==> src/hw/rtl/faa_pkg.sv <==
// Shared types and constants for the field accumulate-and-average block.
// Used by the controller, datapath, top level and checker files.
package faa_pkg;

    localparam int ACC_W     = 48;
    localparam int SAMPLE_W  = 32;
    localparam int FL_W      = 11;
    localparam int POS_W     = 10;
    localparam int S_TDATA_W = 32;
    localparam int M_TDATA_W = 64;
    localparam int DIV_CNT_W = $clog2(ACC_W);

    localparam int MAX_ELEMENTS_DEF = 1024;
    localparam int MAX_PASSES_DEF   = 65536;

    localparam logic [FL_W-1:0] FL_RESET = 11'd1024;

    localparam logic [ACC_W-1:0] ACC_MAX = {1'b0, {(ACC_W-1){1'b1}}};
    localparam logic [ACC_W-1:0] ACC_MIN = {1'b1, {(ACC_W-1){1'b0}}};

    typedef enum logic [2:0] {
        S_IDLE,
        S_READ,
        S_PREP,
        S_DIV,
        S_FIX,
        S_WB
    } t_state;

    typedef struct packed {
        logic accept;
        logic sum_load;
        logic div_prep;
        logic div_step;
        logic div_fix;
        logic write_back;
    } t_cmd;

    typedef struct packed {
        logic avg;
        logic div_done;
        logic out_free;
    } t_stat;

endpackage

==> src/hw/rtl/faa_ctrl.sv <==
// Controller FSM: steps read, add, divide if averaging and write-back per item.
// Depends on faa_pkg for the state, command and status types.
module faa_ctrl (
    input  logic          i_clk,
    input  logic          i_rst_n,
    input  logic          i_s_tvalid,
    output logic          o_s_tready,
    output faa_pkg::t_cmd o_cmd,
    input  faa_pkg::t_stat i_stat
);

    faa_pkg::t_state r_state;
    faa_pkg::t_state n_state;

    always_ff @(posedge i_clk) begin
        if (!i_rst_n) begin
            r_state <= faa_pkg::S_IDLE;
        end else begin
            r_state <= n_state;
        end
    end

    always_comb begin
        n_state    = r_state;
        o_s_tready = 1'b0;
        o_cmd      = '0;
        unique case (r_state)
            faa_pkg::S_IDLE: begin
                o_s_tready = 1'b1;
                if (i_s_tvalid) begin
                    o_cmd.accept = 1'b1;
                    n_state      = faa_pkg::S_READ;
                end
            end
            faa_pkg::S_READ: begin
                o_cmd.sum_load = 1'b1;
                n_state        = i_stat.avg ? faa_pkg::S_PREP : faa_pkg::S_WB;
            end
            faa_pkg::S_PREP: begin
                o_cmd.div_prep = 1'b1;
                n_state        = faa_pkg::S_DIV;
            end
            faa_pkg::S_DIV: begin
                o_cmd.div_step = 1'b1;
                if (i_stat.div_done) begin
                    n_state = faa_pkg::S_FIX;
                end
            end
            faa_pkg::S_FIX: begin
                o_cmd.div_fix = 1'b1;
                n_state       = faa_pkg::S_WB;
            end
            faa_pkg::S_WB: begin
                if (i_stat.out_free) begin
                    o_cmd.write_back = 1'b1;
                    n_state          = faa_pkg::S_IDLE;
                end
            end
            default: begin
                n_state = faa_pkg::S_IDLE;
            end
        endcase
    end

endmodule

==> config.mk <==
export PLATFORM = sky130hd
export DESIGN_NAME = faa_ctrl
export DESIGN_NICKNAME = d
export VERILOG_FILES = /design/src/hw/rtl/faa_pkg.sv /design/src/hw/rtl/faa_ctrl.sv
export SDC_FILE = /design/constraint.sdc
export NUM_CORES = 1
export LEC_CHECK = 0
export BUFFER_PORTS_ARGS = -buffer_cell sky130_fd_sc_hd__clkbuf_2
export CAP_MARGIN = 20
export CELL_PAD_IN_SITES_DETAIL_PLACEMENT = 0
export CELL_PAD_IN_SITES_GLOBAL_PLACEMENT = 1
export CORE_AREA = 2 2 39 41
export DETAILED_ROUTE_END_ITERATION = 6
export DIE_AREA = 0 0 41 43
export GPL_TIMING_DRIVEN = 0
export PLACE_DENSITY = 0.51
export SLEW_MARGIN = 20
export SYNTH_ARGS = -nofsm -noshare
export SYNTH_HDL_FRONTEND = slang
export SYNTH_SLANG_ARGS = --single-unit
==> constraint.sdc <==
create_clock -name i_clk -period 1.9 [get_ports i_clk]
set_input_delay 0.19 -clock i_clk [delete_from_list [all_inputs] [get_ports i_clk]]
set_output_delay 0.19 -clock i_clk [all_outputs]
set_load 0.01 [all_outputs]
==> results of run 1 <==
-- Yosys cell counts, drive strengths merged --
cell type | number | area [um^2]
and2 | 1 | 7.51
a22oi | 1 | 7.51
nor3b | 3 | 22.5
a31oi | 1 | 6.26
a21o | 2 | 15.0
o21bai | 1 | 11.3
nor3 | 3 | 20.0
and3 | 1 | 6.26
and3b | 1 | 8.76
nand2 | 2 | 7.51
and2b | 1 | 7.51
a21boi | 1 | 7.51
o41ai | 1 | 8.76
o21ai | 1 | 5.00
dfxtp | 3 | 60.1
buf | 3 | 23.8
nor2b | 1 | 6.26
inv | 1 | 3.75
nand2b | 2 | 12.5
o2111a | 1 | 11.3
-- cell usage in the layout (no fill, tap or decap), types with 2 or more instances in the layout --
cell / n
clkbuf_2: 12
nor3b_1: 3
clkbuf_4: 3
dfxtp_1: 3
nor3_1: 2
nand2_1: 2
nand2b_1: 2
a21o_1: 2
-- layout make-up --
class | count | area [um^2] | area share
multi-input combinational | 24 | 171 | 0.469
sequential | 3 | 60.1 | 0.164
timing repair buffer | 12 | 60.1 | 0.164
clock buffer | 4 | 26.3 | 0.0719
buffer | 3 | 23.8 | 0.0651
tap | 16 | 20.0 | 0.0548
inverter | 1 | 3.75 | 0.0103
-- worst register-to-register path: cells and delay by family (launching register included) --
family / cells / cell delay (ns)
AOI/OAI and AO/OA: 2 / 0.43
buffers and inverters: 1 / 0.18
DFF: 1 / 0.32
-- metrics by stage --
| stage | instance area [um^2] | power, uW | cells | hold WS [ns] |
|---|---|---|---|---|
| 2_1_floorplan | 259 | 148 | 31 | 0.313 |
| 3_3_place_gp | 339 | 182 | 59 | 0.452 |
| 3_5_place_dp | 339 | 179 | 59 | 0.450 |
| 4_1_cts | 365 | 297 | 63 | 0.201 |
| 5_1_grt | 365 | 310 | 63 | 0.227 |
| 6_report | 365 | 287 | 63 | 0.206 |
-- power by group --
| group | switching [uW] | total [uW] | internal (uW) |
|---|---|---|---|
| Combinational | 50.1 | 101 | 50.5 |
| Sequential | 5.66 | 76.0 | 70.3 |
| Clock | 31.6 | 110 | 78.6 |
| Total | 87.4 | 287 | 199 |
-- routing by layer --
layer | share of wire | GRT usage | routed length, um
met5 | 0 | 0 | 0
met4 | 0 | 0.0800 | 0
met3 | 0.070 | 0.0157 | 40
met2 | 0.52 | 0.128 | 299
met1 | 0.40 | 0.0833 | 231
-- how the worst max path moves through the flow --
stage	end	startpoint	slack, ns	depth (start not counted)
2_1_floorplan	o_cmd[5]	r_state[0]$_SDFFE_PN0P_	0.68	3
3_3_place_gp	o_cmd[5]	r_state[0]$_SDFFE_PN0P_	0.72	4
3_5_place_dp	o_cmd[5]	r_state[0]$_SDFFE_PN0P_	0.72	4
4_1_cts	o_cmd[5]	r_state[0]$_SDFFE_PN0P_	0.47	4
5_1_grt	o_cmd[5]	r_state[0]$_SDFFE_PN0P_	0.40	4
6_report	o_cmd[5]	r_state[0]$_SDFFE_PN0P_	0.49	4
-- cell families (layout without fill, tap and decap cells) --
family          count (synthesis)  after routing  share of synthesized area
buf+inv                         4             20                      0.106
simple gates                   15             15                      0.382
compound gates                  9              9                      0.280
flops                           3              3                      0.232
==> impl_metrics.py, run 1 <==
metrics = {
    "worst_setup_path": {
        "slowest_stage": "dfxtp_1",
        "cp_top_family": "simple AND/OR/NAND/NOR gates",
        "path_buf_inv": 2,
        "r2r-end": "r_state[0]$_SDFFE_PN0P_",
        "crit_fanout": 10,
        "crit_type": "reg -> out",
        "slowest_delay_ns": 0.32,
        "startpoint_type": "flop",
        "r2r_slack_ns": 0.85,
        "required_ns": 1.71,
        "worstReg2RegStart": "r_state[2]$_SDFFE_PN0P_",
        "end_kind": "output pin",
        "cp.arrival_ns": 1.22,
        "crit_chain": "buf_4 -> nor3_1 -> and2_2 -> clkbuf_2",
        "rr_worst_depth": 3,
    },
    "cells_and_area": {
        "layout.nets": 54,
        "fin_util": 0.264,
        "layout-drive-gt1-share": 0.447,
        "fill_cells": 164,
        "diodes": 0,
        "largest_reg_flops": 3,
        "reg_top3": "r_state: 3 flops",
        "layout-area-overhead-vs-synth_pct": 41.1,
        "top_register": "r_state",
    },
    "timing": {
        "setup_tns_ns": 0,
        "setup_ws_ns": 0.491,
        "setup_viol": 0,
        "finClkSkew_ns": 0.00118,
        "relSlewSlack": 0.819,
        "hold_viol_final": 0,
        "drv_slew": 0,
        "grt_setup_unrepaired": "false",
        "finalCritPeriodShare": 0.742,
        "clock.fmax_ghz": 0.710,
        "tightest_slew_ns": 0.268,
        "fin_crit_ns": 1.41,
    },
    "synthesis": {
        "ys_seq_area_frac": 0.232,
        "yosysWarnings": 0,
        "ys_seq_elements": 3,
        "netlist_area_um2": 259,
        "synth.distinct_cells": 23,
        "synth.avg_cell_area_um2": 8.35,
        "syn_nets": 37,
        "netlist_instances": 31,
    },
    "run_status": {
        "status": "complete, no violations",
    },
    "placement": {
        "hpwl_um": 458,
        "io_buffers": 12,
        "gp_congestion": 0.660,
        "place_ws_ns": 0.724,
    },
    "clock_network": {
        "numCtsBuffers": 3,
        "h-tree-depth": 1,
        "clock-sinks": 3,
        "hold_buffers": 0,
        "cts_buffer_depth": 2,
        "root_buffer": "clkbuf_4",
        "cts_tree": "yes",
        "clk_latency_ns": 0.23,
        "postCtsSetupBuffers": 0,
        "path_clk_slew_ns": 0.03,
        "post_cts_resized": 0,
    },
    "floorplanning": {
        "die_y_um": 43,
        "die-width_um": 41,
        "coreArea_mm2": 0.00138,
        "die-area_mm2": 0.00176,
        "row_count": 14,
        "start_util": 0.187,
        "io_pins": 13,
    },
    "run": {
        "drv_cap": 0,
    },
    "power_and_ir_drop": {
        "powerDensity_mw_per_mm2": 785,
        "vdd_drop_max_mv": 0.279,
        "p_leak_uw": 0.000184,
    },
    "routing": {
        "wire_per_inst_um": 9.06,
        "drc": 0,
        "viasPerCell": 4.33,
        "antenna_left": 0,
        "vias": 273,
        "drt-total-wl_um": 571,
        "first_pass_iters": 4,
        "drt_iter0_drc": 2,
    },
    "global_route": {
        "grt_antenna_before_repair": 0,
        "grt_usage": 0.0822,
        "grt_max_degree": 11,
        "grt_first_pass_wirelength_um": 959,
        "grt_pass1_vias": 274,
        "grt_overflow": 0,
    },
    "hold_path": {
        "min_delay_worst_endpoint": "r_state[0]$_SDFFE_PN0P_",
        "hold_depth": 3,
        "hold_start": "i_rst_n",
        "hp-class": "in -> reg",
    },
}
Note: power is estimated with default switching activity, not from simulation.
==> inputs of run 2 (changes only) <==
--- a/config.mk
+++ b/config.mk
@@ -5,6 +5,7 @@
 export SDC_FILE = /design/constraint.sdc
 export NUM_CORES = 1
 export LEC_CHECK = 0
+export ABC_AREA = 1
 export BUFFER_PORTS_ARGS = -buffer_cell sky130_fd_sc_hd__clkbuf_2
 export CAP_MARGIN = 20
 export CELL_PAD_IN_SITES_DETAIL_PLACEMENT = 0
@@ -13,7 +14,7 @@
 export DETAILED_ROUTE_END_ITERATION = 6
 export DIE_AREA = 0 0 41 43
 export GPL_TIMING_DRIVEN = 0
-export PLACE_DENSITY = 0.51
+export PLACE_DENSITY = 0.55
 export SLEW_MARGIN = 20
 export SYNTH_ARGS = -nofsm -noshare
 export SYNTH_HDL_FRONTEND = slang
==> constraint.sdc (replaced) <==
create_clock -name i_clk -period 1.23 [get_ports i_clk]
set_input_delay 0.123 -clock i_clk [delete_from_list [all_inputs] [get_ports i_clk]]
set_output_delay 0.123 -clock i_clk [all_outputs]
set_load 0.01 [all_outputs]
==> impl_metrics.py, run 2 <==
metrics = {
    "cells_and_area": {
        "reg_top3": "r_state: 3 flops",
        "layout_common_cells": "12 x clkbuf_2, 10 x nand2_1, 7 x nor2_1, 5 x inv_1",
        "largest_reg_flops": 3,
        "multi_input_area_um2": 146,
        "layout-area-overhead-vs-synth_pct": 51.6,
        "diodes": 0,
        "regArea_um2": 62.6,
        "design_area_um2": 360,
        "layout-drive-gt1-share": 0.441,
        "fin_util": 0.260,
        "layout_commonest_cell": "clkbuf_2",
        "fill_cells": 158,
        "top_register": "r_state",
        "layout.nets": 66,
    },
    "routing": {
        "drc": 0,
        "first_pass_iters": 3,
        "drt_iter0_drc": 6,
        "vias": 278,
        "drt-total-wl_um": 576,
        "antenna_left": 0,
        "viasPerCell": 3.71,
        "wire_per_inst_um": 7.68,
    },
    "global_route": {
        "grt_overflow": 0,
        "grt_usage": 0.0792,
        "grt_first_pass_wirelength_um": 917,
        "grt_antenna_before_repair": 0,
        "grt_pass1_vias": 251,
        "grt_max_degree": 10,
    },
    "synthesis": {
        "synthDominantCellAreaShare": 0.253,
        "netlist_area_um2": 238,
        "synthArstFlopShare": 0,
        "synth_most_common_cell": "nand2_1",
        "netlist_instances": 43,
        "syn_nets": 49,
        "synth.avg_cell_area_um2": 5.53,
        "ys_seq_elements": 3,
        "synth_edf_count": 0,
        "synth_ff_type": "dfxtp_1",
        "ys_seq_area_frac": 0.253,
        "synthTopCellsByArea": "dfxtp_1 25%, nand2_1 16%, nor2_1 14%",
        "yosysTopAreaCell": "dfxtp_1",
        "synth.distinct_cells": 14,
        "yosysWarnings": 0,
        "ys_top_cells_by_count": "10 x nand2_1, 9 x nor2_1, 5 x inv_1",
    },
    "run": {
        "drv_cap": 0,
    },
    "power_and_ir_drop": {
        "p_leak_uw": 0.000208,
        "powerDensity_mw_per_mm2": 1790,
        "vdd_drop_max_mv": 0.540,
    },
    "run_status": {
        "status": "complete, no violations",
    },
    "clock_network": {
        "clk_latency_ns": 0.23,
        "postCtsSetupBuffers": 0,
        "clock-sinks": 3,
        "post_cts_resized": 0,
        "h-tree-depth": 1,
        "root_buffer": "clkbuf_4",
        "hold_buffers": 0,
        "path_clk_slew_ns": 0.04,
        "numCtsBuffers": 3,
        "cts_tree": "yes",
        "cts_buffer_depth": 2,
    },
    "floorplanning": {
        "coreArea_mm2": 0.00138,
        "die-area_mm2": 0.00176,
        "die_y_um": 43,
        "row_count": 14,
        "start_util": 0.172,
        "die-width_um": 41,
        "io_pins": 13,
    },
    "placement": {
        "io_buffers": 12,
        "placed_cell_area_um2": 318,
        "gp_congestion": 0.701,
        "hpwl_um": 461,
    },
    "timing": {
        "clock.fmax_ghz": 0.856,
        "fin_crit_ns": 1.17,
        "relSlewSlack": 0.900,
        "tightest_slew_ns": 0.150,
        "finClkSkew_ns": 0.00419,
        "setup_viol": 0,
        "hold_viol_final": 0,
        "finalCritPeriodShare": 0.949,
        "setup_tns_ns": 0,
        "drv_slew": 0,
        "grt_setup_unrepaired": "false",
    },
    "worst_setup_path": {
        "startpoint_type": "flop",
        "crit_chain": "nor2_2 -> inv_2 -> nor3_1 -> clkbuf_2",
        "crit_type": "reg -> out",
        "slowest_stage": "dfxtp_2",
        "required_ns": 1.11,
        "crit_fanout": 4,
        "worstReg2RegStart": "r_state[2]$_SDFFE_PN0P_",
        "cp.arrival_ns": 1.04,
        "r2r_slack_ns": 0.14,
        "end_kind": "output pin",
        "worstSetupStartpoint": "r_state[0]$_SDFFE_PN0P_",
        "slowest_delay_ns": 0.33,
    },
    "hold_path": {
        "hp-class": "in -> reg",
        "hold_start": "i_rst_n",
    },
}
## run 2: worst paths after layout
check,end,depth (start not counted)
setup / recovery,o_cmd[5],4
hold / removal,r_state[0]$_SDFFE_PN0P_,3
setup reg to reg,r_state[0]$_SDFFE_PN0P_,8
hold reg to reg,r_state[0]$_SDFFE_PN0P_,5
## run 2: critical path: cells and delay by family (launching register included)
kind	cells	cell delay (ns)
flip-flops	1	0.33
AND/OR/NAND/NOR	2	0.26
buffers and inverters	2	0.22
## run 2: cells by family (layout without fill, tap and decap cells)
group,Yosys count,after routing,share of synthesized area
DFF,3,3,0.253
buffers and inverters,10,26,0.174
AOI/OAI and AO/OA,4,4,0.0947
and+or+nand+nor,26,26,0.479
## run 2: final cells by class
class,instances,area share
inverter,9,0.0937
sequential,3,0.174
timing repair buffer,12,0.167
tap,16,0.0556
multi-input combinational,30,0.406
buffer,1,0.0312
clock buffer,4,0.0729
## run 2: per-layer routing
| layer | routed length (um) | part of all wire | track usage |
|---|---|---|---|
| met5 | 0 | 0 | 0 |
| met3 | 43 | 0.075 | 0.0157 |
| met4 | 0 | 0 | 0.0600 |
| met1 | 282 | 0.49 | 0.0994 |
| met2 | 251 | 0.44 | 0.113 |
## run 2: power by group
group	switching [uW]	leakage, uW	internal [uW]	total [uW]
registers	24.6	0.0000255	126	151
clock network	51.0	0.0000150	122	173
logic	193	0.000167	130	323
total	269	0.000208	378	647
## run 2: metrics by stage
step | total power [uW] | hold WS [ns] | instances | setup slack, ns
after floorplan | 361 | 0.243 | 43 | 0.136
after global placement | 459 | 0.370 | 71 | 0.127
after detailed placement | 453 | 0.364 | 71 | 0.148
after CTS | 636 | 0.114 | 75 | -0.0119
after global routing | 711 | 0.135 | 75 | 0.0124
final | 647 | 0.115 | 75 | 0.0623
